### src/rtl/fcm_pkg.sv
// ----------------------------------------------------------------------------
// fcm_pkg
// Shared types and constants for the allocation table chain manager.
// ----------------------------------------------------------------------------
`default_nettype none

package fcm_pkg;

    localparam int DEF_TABLE_ENTRIES = 8192;

    localparam logic [15:0] END_MARK = 16'hFFFF;

    // Configuration register indexes
    localparam logic [1:0] CFG_BLOCK_COUNT = 2'd0;
    localparam logic [1:0] CFG_DATA_START  = 2'd1;
    localparam logic [13:0] CFG_BLOCK_COUNT_RST = 14'd8192;
    localparam logic [15:0] CFG_DATA_START_RST  = 16'd0;

    // Command modes
    localparam logic [2:0] MODE_LOAD  = 3'd0;
    localparam logic [2:0] MODE_READ  = 3'd1;
    localparam logic [2:0] MODE_ALLOC = 3'd2;
    localparam logic [2:0] MODE_FREE  = 3'd3;
    localparam logic [2:0] MODE_WALK  = 3'd4;
    localparam logic [2:0] MODE_COUNT = 3'd5;

    // Result status codes
    localparam logic [1:0] ST_OK      = 2'd0;
    localparam logic [1:0] ST_NO_FREE = 2'd1;
    localparam logic [1:0] ST_PAST    = 2'd2;
    localparam logic [1:0] ST_RANGE   = 2'd3;

    // Datapath operations
    typedef enum logic [3:0] {
        OP_NONE,
        OP_LATCH,
        OP_LOAD,
        OP_SCAN_INIT,
        OP_SCAN,
        OP_LINK,
        OP_MARK,
        OP_MARK_ADV,
        OP_HEAD_NEW,
        OP_FREE,
        OP_ADV,
        OP_DONE
    } t_op;

    // Result block selection
    typedef enum logic [2:0] {
        BS_ZERO,
        BS_CUR,
        BS_HEAD,
        BS_RDATA,
        BS_FREE
    } t_bsel;

    typedef struct packed {
        t_op        op;
        logic [1:0] st;
        t_bsel      bsel;
        logic       cnt_out;
    } t_dp_cmd;

    typedef struct packed {
        logic [2:0] mode;
        logic       extend;
        logic       cur_in_range;
        logic       cur_is_end;
        logic       rd_zero;
        logic       rd_end;
        logic       steps_zero;
        logic       scan_found;
        logic       scan_done;
    } t_dp_stat;

endpackage

`default_nettype wire

### src/rtl/fcm_ctrl.sv
// ----------------------------------------------------------------------------
// fcm_ctrl
// Command sequencer: drives the datapath through load, read, allocate, free,
// walk and count sequences.
// ----------------------------------------------------------------------------
`default_nettype none

module fcm_ctrl
    import fcm_pkg::*;
(
    input  wire logic     i_clk,
    input  wire logic     i_rst_n,
    input  wire logic     start,
    output logic          busy,
    input  wire t_dp_stat i_stat,
    output t_dp_cmd       o_cmd
);

    typedef enum logic [3:0] {
        S_IDLE,
        S_DISPATCH,
        S_SCAN,
        S_ALINK,
        S_AMARK,
        S_FREE,
        S_FCHK,
        S_WHEAD,
        S_WCHK,
        S_WRD,
        S_WEXT,
        S_WEXT2,
        S_DONE
    } t_state;

    typedef enum logic [1:0] {
        RET_ALLOC,
        RET_WHEAD,
        RET_WEXT,
        RET_COUNT
    } t_ret;

    t_state     r_state, n_state;
    t_ret       r_ret, n_ret;
    logic [1:0] r_st, n_st;
    t_bsel      r_bsel, n_bsel;
    logic       r_cnt_out, n_cnt_out;
    t_op        op;

    assign busy = (r_state != S_IDLE);

    always_comb begin
        o_cmd.op      = op;
        o_cmd.st      = r_st;
        o_cmd.bsel    = r_bsel;
        o_cmd.cnt_out = r_cnt_out;
    end

    // Next state and operation
    always_comb begin
        n_state   = r_state;
        n_ret     = r_ret;
        n_st      = r_st;
        n_bsel    = r_bsel;
        n_cnt_out = r_cnt_out;
        op        = OP_NONE;
        case (r_state)
            S_IDLE: begin
                if (start) begin
                    op        = OP_LATCH;
                    n_state   = S_DISPATCH;
                    n_st      = ST_OK;
                    n_bsel    = BS_ZERO;
                    n_cnt_out = 1'b0;
                end
            end
            S_DISPATCH: begin
                n_state = S_DONE;
                case (i_stat.mode)
                    MODE_LOAD: begin
                        if (i_stat.cur_in_range) begin
                            op     = OP_LOAD;
                            n_bsel = BS_CUR;
                        end else begin
                            n_st = ST_RANGE;
                        end
                    end
                    MODE_READ: begin
                        if (i_stat.cur_in_range) begin
                            n_bsel = BS_RDATA;
                        end else begin
                            n_st = ST_RANGE;
                        end
                    end
                    MODE_ALLOC: begin
                        if (!i_stat.cur_is_end && !i_stat.cur_in_range) begin
                            n_st = ST_RANGE;
                        end else begin
                            op      = OP_SCAN_INIT;
                            n_ret   = RET_ALLOC;
                            n_state = S_SCAN;
                        end
                    end
                    MODE_FREE: begin
                        if (i_stat.cur_is_end) begin
                            n_st = ST_OK;
                        end else if (!i_stat.cur_in_range) begin
                            n_st = ST_RANGE;
                        end else begin
                            n_state = S_FREE;
                        end
                    end
                    MODE_WALK: begin
                        if (!i_stat.cur_is_end) begin
                            n_state = S_WCHK;
                        end else if (!i_stat.extend) begin
                            n_st   = ST_PAST;
                            n_bsel = BS_HEAD;
                        end else begin
                            op      = OP_SCAN_INIT;
                            n_ret   = RET_WHEAD;
                            n_state = S_SCAN;
                        end
                    end
                    MODE_COUNT: begin
                        op      = OP_SCAN_INIT;
                        n_ret   = RET_COUNT;
                        n_state = S_SCAN;
                    end
                    default: begin
                        n_st = ST_OK;
                    end
                endcase
            end
            S_SCAN: begin
                op = OP_SCAN;
                if (i_stat.scan_found && r_ret != RET_COUNT) begin
                    case (r_ret)
                        RET_ALLOC: n_state = S_ALINK;
                        RET_WHEAD: n_state = S_WHEAD;
                        default:   n_state = S_WEXT;
                    endcase
                end else if (i_stat.scan_done) begin
                    n_state = S_DONE;
                    if (r_ret == RET_COUNT) begin
                        n_cnt_out = 1'b1;
                    end else begin
                        n_st   = ST_NO_FREE;
                        n_bsel = (r_ret == RET_ALLOC) ? BS_ZERO : BS_HEAD;
                    end
                end
            end
            S_ALINK: begin
                if (!i_stat.cur_is_end) begin
                    op = OP_LINK;
                end
                n_state = S_AMARK;
            end
            S_AMARK: begin
                op      = OP_MARK;
                n_bsel  = BS_FREE;
                n_state = S_DONE;
            end
            S_FREE: begin
                // Clear this entry and follow its old link
                op = OP_FREE;
                if (i_stat.rd_zero) begin
                    n_state = S_DONE;
                end else begin
                    n_state = S_FCHK;
                end
            end
            S_FCHK: begin
                if (i_stat.cur_is_end) begin
                    n_state = S_DONE;
                end else if (!i_stat.cur_in_range) begin
                    n_st    = ST_RANGE;
                    n_state = S_DONE;
                end else begin
                    n_state = S_FREE;
                end
            end
            S_WHEAD: begin
                op      = OP_HEAD_NEW;
                n_state = S_WCHK;
            end
            S_WCHK: begin
                if (i_stat.steps_zero) begin
                    n_bsel  = BS_CUR;
                    n_state = S_DONE;
                end else if (!i_stat.cur_in_range) begin
                    n_st    = ST_RANGE;
                    n_bsel  = BS_HEAD;
                    n_state = S_DONE;
                end else begin
                    n_state = S_WRD;
                end
            end
            S_WRD: begin
                if (!i_stat.rd_end) begin
                    op      = OP_ADV;
                    n_state = S_WCHK;
                end else if (!i_stat.extend) begin
                    n_st    = ST_PAST;
                    n_bsel  = BS_HEAD;
                    n_state = S_DONE;
                end else begin
                    op      = OP_SCAN_INIT;
                    n_ret   = RET_WEXT;
                    n_state = S_SCAN;
                end
            end
            S_WEXT: begin
                op      = OP_LINK;
                n_state = S_WEXT2;
            end
            S_WEXT2: begin
                op      = OP_MARK_ADV;
                n_state = S_WCHK;
            end
            S_DONE: begin
                op      = OP_DONE;
                n_state = S_IDLE;
            end
            default: begin
                n_state = S_IDLE;
            end
        endcase
    end

    // Hold state and registered command fields
    always_ff @(posedge i_clk) begin
        if (!i_rst_n) begin
            r_state   <= S_IDLE;
            r_ret     <= RET_ALLOC;
            r_st      <= ST_OK;
            r_bsel    <= BS_ZERO;
            r_cnt_out <= 1'b0;
        end else begin
            r_state   <= n_state;
            r_ret     <= n_ret;
            r_st      <= n_st;
            r_bsel    <= n_bsel;
            r_cnt_out <= n_cnt_out;
        end
    end

endmodule

`default_nettype wire

### config.mk
export PLATFORM = sky130hd
export DESIGN_NAME = fcm_ctrl
export DESIGN_NICKNAME = d
export VERILOG_FILES = /design/src/rtl/fcm_pkg.sv /design/src/rtl/fcm_ctrl.sv
export SDC_FILE = /design/constraint.sdc
export NUM_CORES = 1
export LEC_CHECK = 0
export BUFFER_PORTS_ARGS = -buffer_cell sky130_fd_sc_hd__buf_2
export CAP_MARGIN = 20
export CORE_MARGIN = 1.5
export CORE_UTILIZATION = 40
export CTS_BUF_LIST = sky130_fd_sc_hd__clkbuf_8
export CTS_CLUSTER_DIAMETER = 50
export CTS_CLUSTER_SIZE = 40
export DETAILED_ROUTE_END_ITERATION = 7
export GPL_ROUTABILITY_DRIVEN = 0
export PLACE_DENSITY = 0.59
export SYNTH_ARGS = -nofsm -noshare
export SYNTH_HDL_FRONTEND = slang
export SYNTH_SLANG_ARGS = --single-unit
### constraint.sdc
create_clock -name i_clk -period 3.3 [get_ports i_clk]
set_input_delay 0.495 -clock i_clk [delete_from_list [all_inputs] [get_ports i_clk]]
set_output_delay 0.495 -clock i_clk [all_outputs]
set_load 0.01 [all_outputs]
==> results of run 1 <==
layout by cell type, fill, tap and decap left out, drive strengths merged, types with 6 or more instances in the layout:
cell type and instances:
buf 27, nor2 22, o21ai 13, a21oi 13, dfxtp 12, nand2 10, nand2b 10, inv 7
nand3 7, nor3 6
sequential cells by signal, summed over array words and instances (netlist names):
signal	flops
r_st	2
r_ret	2
r_bsel	3
r_cnt_out	1
r_state	4
kinds of logic after synthesis:
family / share of synthesized area (%)
AND/OR/NAND/NOR: 37.42
buffers and inverters: 8.601
flip-flops: 17.57
AO/OA/AOI/OAI: 35.68
multiplexers: 0.7320
cell usage after synthesis (all sizes together), types with 2 or more instances:
cell     number
a2111oi       2
a211oi        5
a21boi        5
a21oi        13
a22oi         2
a2bb2oi       2
a31o          2
a31oi         3
buf           6
clkbuf        7
dfxtp        12
inv           7
nand2        10
nand2b       10
nand3         7
nor2         22
nor2b         4
nor3          6
nor3b         3
nor4          2
nor4b         3
o2111ai       2
o211ai        2
o21ai        13
o22ai         4
o2bb2ai       2
or2           3
or2b          2
or3           3
tightest hold or removal path, cell delays in order (launching register included):
cell and delay (ns):
dfxtp_1 0.34, a22oi_1 0.07, nor2_1 0.08
metrics by stage:
step	hold WS [ns]	instances	utilization, %	worst slack, ns
after global placement	0.5151	245	44.60	0.7894
after floorplan	0.4664	185	-	1.247
after CTS	0.5232	249	46.26	0.5903
after detailed placement	0.5075	245	44.60	0.7854
final	0.5186	249	46.26	0.5185
after global routing	0.5379	249	46.26	0.4279
power by group:
part / switching [mW] / total [mW] / internal, mW
logic: 0.441 / 0.773 / 0.332
registers: 0.0958 / 0.285 / 0.189
clock network: 0.0614 / 0.167 / 0.106
final cells by class:
cell class / count / area (sq um)
fillers: 350 / 1779
multi-input cells: 153 / 1010
flip-flops and latches: 12 / 240.2
repair buffers: 27 / 142.6
well taps: 46 / 57.56
clock buffers: 4 / 55.05
inverters: 7 / 26.28
path summary, 6_finish.rpt:
path	start	end	slack (ns)	depth (start not counted)
setup reg to reg	r_state[3]	r_bsel[1]	0.93	6
setup / recovery	r_state[0]	o_cmd[6]	0.52	4
hold reg to reg	r_cnt_out	r_cnt_out	0.52	2
hold / removal	r_cnt_out	r_cnt_out	0.52	2
per-layer routing:
metal	share of wire, %	vias to the layer above	GRT usage (%)
met2	46	81	39.51
met3	8.2	16	4.832
li1	-	739	-
met5	0	-	0
met4	3.9	0	9.726
met1	42	710	33.42
==> reports/qor.csv, run 1 <==
stage,metric,value,unit
setup_path,worstPathRequired,2.80,ns
timing,timing.fmax,0.3595,GHz
setup_path,cpMaxStageDelayCell,dfxtp_1,
placed_design,place_area,1476,sq um
clocking,insertion_delay,0.25,ns
drt,first_pass_iters,4,
logic_synthesis,synth_top_area_share,17.57,%
die,start_util,41.31,%
die,rows,21,
logic_synthesis,ys_dominant_reg_cell,dfxtp_1,
timing,hold_viol,0,
logic_synthesis,yosys_warnings,0,
setup_path,cp_top_family,flip-flops,
drt,drt_iter0_drc,132,
logic_synthesis,synth_edf_count,0,
die,dieWidth,61.47,um
clocking,cts_setup_buffers,0,
timing,setup_violations,0,
setup_path,path_class,flop to output port,
drt,drcViolationCount,0,
pwr,finalPower,1.225,mW
global_route,grt_pass1_vias,1456,
logic_synthesis,syn_nets,199,
setup_path,end_kind,output port,
clocking,cts-root-buf,clkbuf_8,
global_route,grt_max_degree,22,
global_route,grt_overflow_total,0,
clocking,clk_pin_slew_worst_paths,0.06,ns
timing,slew_headroom,41.87,%
clocking,cts-buffers-inserted,3,
timing,tightest_slew,0.8628,ns
pwr,p_leak,0.5633,nW
clocking,htree_levels,1,
logic_synthesis,async_reset_ff_share,0,%
die,core,3311,sq um
pwr,vdd_drop_max,0.3914,mV
logic_synthesis,syn_avg_cell_area,7.392,sq um
setup_path,crit_path_max_incr_delay,0.70,ns
layout,area_growth,11.99,%
global_route,grt_util_all_layers,24.94,%
logic_synthesis,synth_area,1368,sq um
setup_path,path_max_fanout,21,
placed_design,port_buffers,24,
setup_path,arrival,2.29,ns
layout,drive_gt1_share,23.65,%
drt,ant_nets,0,
timing,fin_worst_skew,0.002386,ns
timing,fin_setup_tns,0,ns
pwr,powerDensity,800.0,nW/um^2
placed_design,dp_hpwl,3344,um
timing,fin_crit,2.782,ns
clocking,cts_resized,0,
die,dieArea,3779,sq um
timing,finalCritPeriodShare,84.29,%
status,status,completed,
logic_synthesis,ys_ff_latch,12,
drt,wl_per_cell,17.79,um
clocking,cts_tree,yes,
layout,final_cell_area,1531,sq um
setup_path,crit_chain,"nor4b_4, o21ai_0, o2111ai_1, buf_2",
logic_synthesis,yosys-top-cells-area,"dfxtp_1, nor2_1, a21oi_1",
layout,diodes,0,
hold_path,min_path_type,flop to flop,
setup_path,worst_setup_path_start_kind,flop,
clocking,cts.path.max_buffers,2,
global_route,grt_pass1_wl,6982,um
logic_synthesis,synthCells,185,
die,die_h,61.47,um
clocking,cts_num_sinks,12,
logic_synthesis,synth_cell_types,58,
drt,vias,1546,
timing,slew_violations,0,
die,ios,25,
clocking,cts_hold_buf,0,
global_route,antenna_found_initial,0,
timing,rsz0062_at_grt,no,
layout,nNetsFinal,218,
flow_run,maxCapViolations,0,
setup_path,path_buf_inv,1,
drt,via_per_inst,6.209,
logic_synthesis,yosysSeqAreaShare,17.57,%
logic_synthesis,synth_top_area_cell,dfxtp_1,
drt,wirelength,4429,um
(Power assumes the default switching activity.)
==> inputs of run 2 (changes only) <==
--- a/config.mk
+++ b/config.mk
@@ -14,7 +14,7 @@
 export CTS_CLUSTER_SIZE = 40
 export DETAILED_ROUTE_END_ITERATION = 7
 export GPL_ROUTABILITY_DRIVEN = 0
-export PLACE_DENSITY = 0.59
+export PLACE_DENSITY = 0.61
 export SYNTH_ARGS = -nofsm -noshare
 export SYNTH_HDL_FRONTEND = slang
 export SYNTH_SLANG_ARGS = --single-unit
==> constraint.sdc (replaced) <==
create_clock -name i_clk -period 2.3 [get_ports i_clk]
set_input_delay 0.345 -clock i_clk [delete_from_list [all_inputs] [get_ports i_clk]]
set_output_delay 0.345 -clock i_clk [all_outputs]
set_load 0.01 [all_outputs]
==> reports/qor.csv, run 2 (synthesized netlist as in run 1, its figures left out) <==
stage,metric,value,unit
status,status,completed,
layout,most-common-layout-cells,"buf_2, nor2_1, a21oi_1, o21ai_0, buf_4",
global_route,grt_max_degree,18,
clocking,cts_hold_buf,0,
drt,first_pass_iters,5,
timing,tightest_slew,0.7312,ns
pwr,vdd_drop_max,0.5206,mV
die,ios,25,
clocking,cts-buffers-inserted,3,
layout,fill_cells,358,
global_route,grt_util_all_layers,26.04,%
clocking,cts_num_sinks,12,
layout,top_regs,"r_state: 4 flops, r_bsel: 3 flops",
layout,area_growth,16.29,%
clocking,htree_levels,1,
setup_path,reg2reg_depth,6,
placed_design,port_buffers,24,
layout,diodes,0,
layout,final_cell_area,1590,sq um
die,die_h,61.47,um
layout,fin_cells,256,
die,dieArea,3779,sq um
placed_design,place_area,1536,sq um
drt,ant_nets,0,
clocking,clk_pin_slew_worst_paths,0.06,ns
drt,met2_length,2147,um
setup_path,worstPathRequired,1.96,ns
setup_path,r2r_end,r_st[1],
layout,top_register,r_state,
setup_path,r2r_slack,0.27,ns
hold_path,min_path_type,input port to flop,
layout,drive_gt1_share,27.62,%
setup_path,end_kind,output port,
die,dieWidth,61.47,um
timing,slew_headroom,49.99,%
timing,fin_setup_tns,0,ns
global_route,grt_overflow_total,0,
timing,timing.fmax,0.4667,GHz
flow_run,maxCapViolations,0,
pwr,powerDensity,1130,nW/um^2
pwr,finalPower,1.797,mW
drt,vias,1617,
timing,setup_violations,0,
drt,via_per_inst,6.316,
drt,wirelength,4546,um
setup_path,crit_start,r_state[0],
pwr,p_leak,0.6080,nW
drt,highest_layer,met4,
timing,finalCritPeriodShare,93.17,%
drt,drt_iter0_drc,131,
timing,slew_violations,0,
die,rows,21,
drt,wl_per_cell,17.76,um
setup_path,r2r-start,r_state[0],
layout,largest_reg_flops,4,
timing,hold_viol,0,
clocking,insertion_delay,0.25,ns
clocking,cts-root-buf,clkbuf_8,
clocking,cts_tree,yes,
clocking,cts.path.max_buffers,2,
drt,wl_met3,398,um
placed_design,place_inst,253,
global_route,antenna_found_initial,0,
setup_path,path_class,flop to output port,
timing,fin_worst_skew,0.004715,ns
placed_design,dp_hpwl,3546,um
timing,fin_crit,2.143,ns
drt,wl_met1,1792,um
setup_path,worst_setup_path_start_kind,flop,
setup_path,path_max_fanout,9,
die,start_util,41.31,%
layout,nNetsFinal,226,
setup_path,arrival,1.80,ns
layout,layout_commonest_cell,buf_2,
timing,rsz0062_at_grt,no,
global_route,grt_pass1_wl,7203,um
global_route,grt_pass1_vias,1512,
drt,drcViolationCount,0,
setup_path,worstSetupEndpoint,o_cmd[7],
die,core,3311,sq um
## run 2: power breakdown
group / internal (mW) / switching, mW
clock network: 0.116 / 0.0855
logic: 0.526 / 0.667
registers: 0.277 / 0.126
total: 0.918 / 0.878
## run 2: per-layer routing
layer	GRT usage, %	vias to the layer above
met4	11.55	0
met5	0	-
met3	6.092	18
li1	-	753
met2	42.86	108
met1	32.37	738
## run 2: repair_timing
action,in CTS,in global routing
endpoints found under the setup margin,0,7
setup buffers,0,0
resized for setup,0,5
## run 2: worst min-delay path by stage
stage               startpoint        end  slack (ns)  cells after the start
floorplan              i_rst_n  r_bsel[0]        0.46                      1
global route           i_rst_n  r_bsel[0]        0.37                      2
detailed placement   r_cnt_out  r_cnt_out        0.50                      2
global placement     r_cnt_out  r_cnt_out        0.50                      2
CTS                    i_rst_n  r_bsel[0]        0.37                      2
finish                 i_rst_n  r_bsel[0]        0.37                      2
## run 2: area by class of cell
class / instances / area, sq um / share of cell area (%)
inverter: 7 / 26.28 / 1.652
timing repair buffer: 35 / 202.7 / 12.75
clock buffer: 3 / 41.29 / 2.596
multi-input combinational: 153 / 1018 / 64.04
sequential: 12 / 244.0 / 15.34
tap: 46 / 57.56 / 3.619
## run 2: metrics by stage
stage	setup slack (ns)	hold WS [ns]	utilization, %
6_report	0.1571	0.3699	48.03
4_1_cts	0.06374	0.3682	47.66
3_3_place_gp	0.1639	0.5009	46.41
5_1_grt	0.05334	0.3738	48.03
2_1_floorplan	0.5022	0.4626	-
3_5_place_dp	0.09206	0.5023	46.41
## run 2: critical path, stage by stage, from the launching register on
cell and delay, ns:
dfxtp_1 0.49, or4b_4 0.56, nor2_1 0.16, nand3_1 0.11, nand4_1 0.10, buf_2 0.13
==> inputs of run 3 (changes only) <==
--- a/config.mk
+++ b/config.mk
@@ -5,6 +5,7 @@
 export SDC_FILE = /design/constraint.sdc
 export NUM_CORES = 1
 export LEC_CHECK = 0
+export ABC_AREA = 1
 export BUFFER_PORTS_ARGS = -buffer_cell sky130_fd_sc_hd__buf_2
 export CAP_MARGIN = 20
 export CORE_MARGIN = 1.5
==> reports/qor.csv, run 3 <==
stage,metric,value,unit
timing,fin_worst_skew,0.001770,ns
logic_synthesis,yosys_warnings,0,
global_route,grt_pass1_vias,1323,
layout,most-common-layout-cells,"nand2_1, nor2_1, nand3_1, buf_2, inv_1",
pwr,finalPower,1.590,mW
drt,wl_per_cell,12.39,um
clocking,insertion_delay,0.25,ns
timing,finalCritPeriodShare,93.37,%
setup_path,cpMaxStageDelayCell,nor2_2,
die,core,3028,sq um
clocking,clk_pin_slew_worst_paths,0.06,ns
timing,fin_setup_tns,0,ns
placed_design,place_inst,305,
layout,largest_reg_flops,4,
global_route,grt_pass1_wl,6223,um
drt,wirelength,3827,um
global_route,grt_util_all_layers,23.37,%
logic_synthesis,synth_area,1272,sq um
logic_synthesis,syn_nets,256,
setup_path,path_class,flop to output port,
timing,fin_crit,2.147,ns
clocking,cts_hold_buf,0,
pwr,vdd_drop_max,0.3957,mV
layout,post-route-util,48.64,%
drt,ant_nets,0,
drt,drcViolationCount,0,
die,rows,20,
logic_synthesis,synth_cell_types,26,
pwr,powerDensity,1080,nW/um^2
logic_synthesis,synth_edf_count,0,
setup_path,end_kind,output port,
die,dieWidth,59.40,um
die,ios,25,
status,status,completed,
timing,slew_headroom,66.69,%
die,start_util,42.02,%
logic_synthesis,ys_ff_latch,12,
setup_path,worst_setup_path_start_kind,flop,
clocking,cts_tree,yes,
hold_path,min_path_type,input port to flop,
die,dieArea,3528,sq um
logic_synthesis,synth_top_area_share,22.42,%
layout,fin_cells,309,
layout,top_register,r_state,
layout,layout_commonest_cell,nand2_1,
placed_design,dp_hpwl,3041,um
timing,setup_violations,0,
logic_synthesis,syn_avg_cell_area,5.258,sq um
setup_path,cp_top_family,simple AND/OR/NAND/NOR gates,
layout,nNetsFinal,280,
setup_path,arrival,1.80,ns
setup_path,crit_path_max_incr_delay,0.42,ns
placed_design,port_buffers,24,
clocking,cts.path.max_buffers,2,
logic_synthesis,yosysSeqAreaShare,18.88,%
drt,first_pass_iters,5,
timing,timing.fmax,0.4657,GHz
timing,hold_viol,0,
setup_path,path_max_fanout,13,
clocking,cts_setup_buffers,0,
layout,area_growth,15.73,%
setup_path,path_buf_inv,2,
global_route,grt_overflow_total,0,
timing,slew_violations,0,
timing,hold-worst-slack,0.3705,ns
global_route,antenna_found_initial,0,
layout,diodes,0,
layout,drive_gt1_share,16.23,%
setup_path,crit_chain,"inv_2, nand2_2, nor2_2, nand2_1, o311ai_0, buf_2",
clocking,cts-root-buf,clkbuf_8,
logic_synthesis,netlist_top_cells_count,"nand2_1, nand3_1, nor2_1, inv_1, a21oi_1",
drt,via_per_inst,5.333,
timing,tightest_slew,0.4991,ns
pwr,p_leak,0.7616,nW
logic_synthesis,async_reset_ff_share,0,%
clocking,htree_levels,1,
timing,rsz0062_at_grt,no,
clocking,cts_num_sinks,12,
global_route,grt_max_degree,14,
logic_synthesis,yosys-top-cells-area,"nand2_1, dfxtp_1, nand3_1",
logic_synthesis,synth_top_area_cell,nand2_1,
logic_synthesis,yosysMostFrequentCell,nand2_1,
clocking,cts-buffers-inserted,3,
drt,drt_iter0_drc,128,
drt,vias,1648,
flow_run,maxCapViolations,0,
layout,top_regs,"r_state: 4 flops, r_bsel: 3 flops",
clocking,cts_resized,0,
die,die_h,59.40,um
logic_synthesis,synthCells,242,
setup_path,worstPathRequired,1.96,ns
logic_synthesis,ys_dominant_reg_cell,dfxtp_1,
run 3: changes by cell type after synthesis, moves of 4 or more:
cell      previous run  this run
clkbuf_1             5         1
inv_1                7        23
inv_2                0         4
nand2_1             10        76
nand2b_1            10         0
nand3_1              7        33
nand4_1              1         5
nor2_1              22        33
nor2_2               0         4
nor2b_1              4         0
o22ai_1              4         0
run 3: stage by stage:
stage | worst slack [ns] | instance area, sq um
2_1_floorplan | 0.6812 | 1272
3_3_place_gp | 0.4625 | 1418
3_5_place_dp | 0.4438 | 1418
4_1_cts | 0.2034 | 1473
5_1_grt | 0.03899 | 1473
6_report | 0.1525 | 1473
run 3: layout make-up:
type	count	area, sq um
repair buffers	25	127.6
inverters	27	101.3
multi-input cells	197	893.4
fillers	315	1555
flip-flops and latches	12	240.2
well taps	44	55.05
clock buffers	4	55.05
run 3: worst paths after layout:
path,startpoint,endpoint,slack (ns),cells after the start
max reg2reg,r_state[1],r_st[1],0.63,9
min reg2reg,r_st[1],r_st[1],0.48,2
max,r_state[1],o_cmd[7],0.15,6
min,i_rst_n,r_bsel[2],0.37,3
run 3: worst reg2reg max path, cell delays in order (launching register included):
cell,delay [ns]
dfxtp_1,0.37
inv_2,0.11
nand2_2,0.08
nor2_2,0.42
nand3_1,0.15
nand2_1,0.14
nor2_4,0.06
nand2_1,0.09
nand2_1,0.05
a21oi_1,0.13
run 3: power breakdown:
part	total (mW)	switching, mW	internal (mW)	leakage [nW]
registers	0.330	0.0617	0.269	0.0979
logic	1.01	0.665	0.345	0.635
clock network	0.250	0.0983	0.152	0.0288
run 3: kinds of logic (layout without fill, tap and decap cells):
kind of cell,count (synthesis),after routing,share of synthesized area [%]
and+or+nand+nor,162,162,54.87
AOI/OAI and AO/OA,35,35,15.34
buffers and inverters,33,56,10.91
DFF,12,12,18.88
run 3: routing by layer:
layer | track usage [%] | vias to the layer above | wire length (um)
met2 | 33.28 | 71 | 1608
li1 | - | 839 | -
met5 | 0 | - | 0
met3 | 3.275 | 12 | 341
met4 | 7.143 | 0 | 71
met1 | 35.76 | 726 | 1806
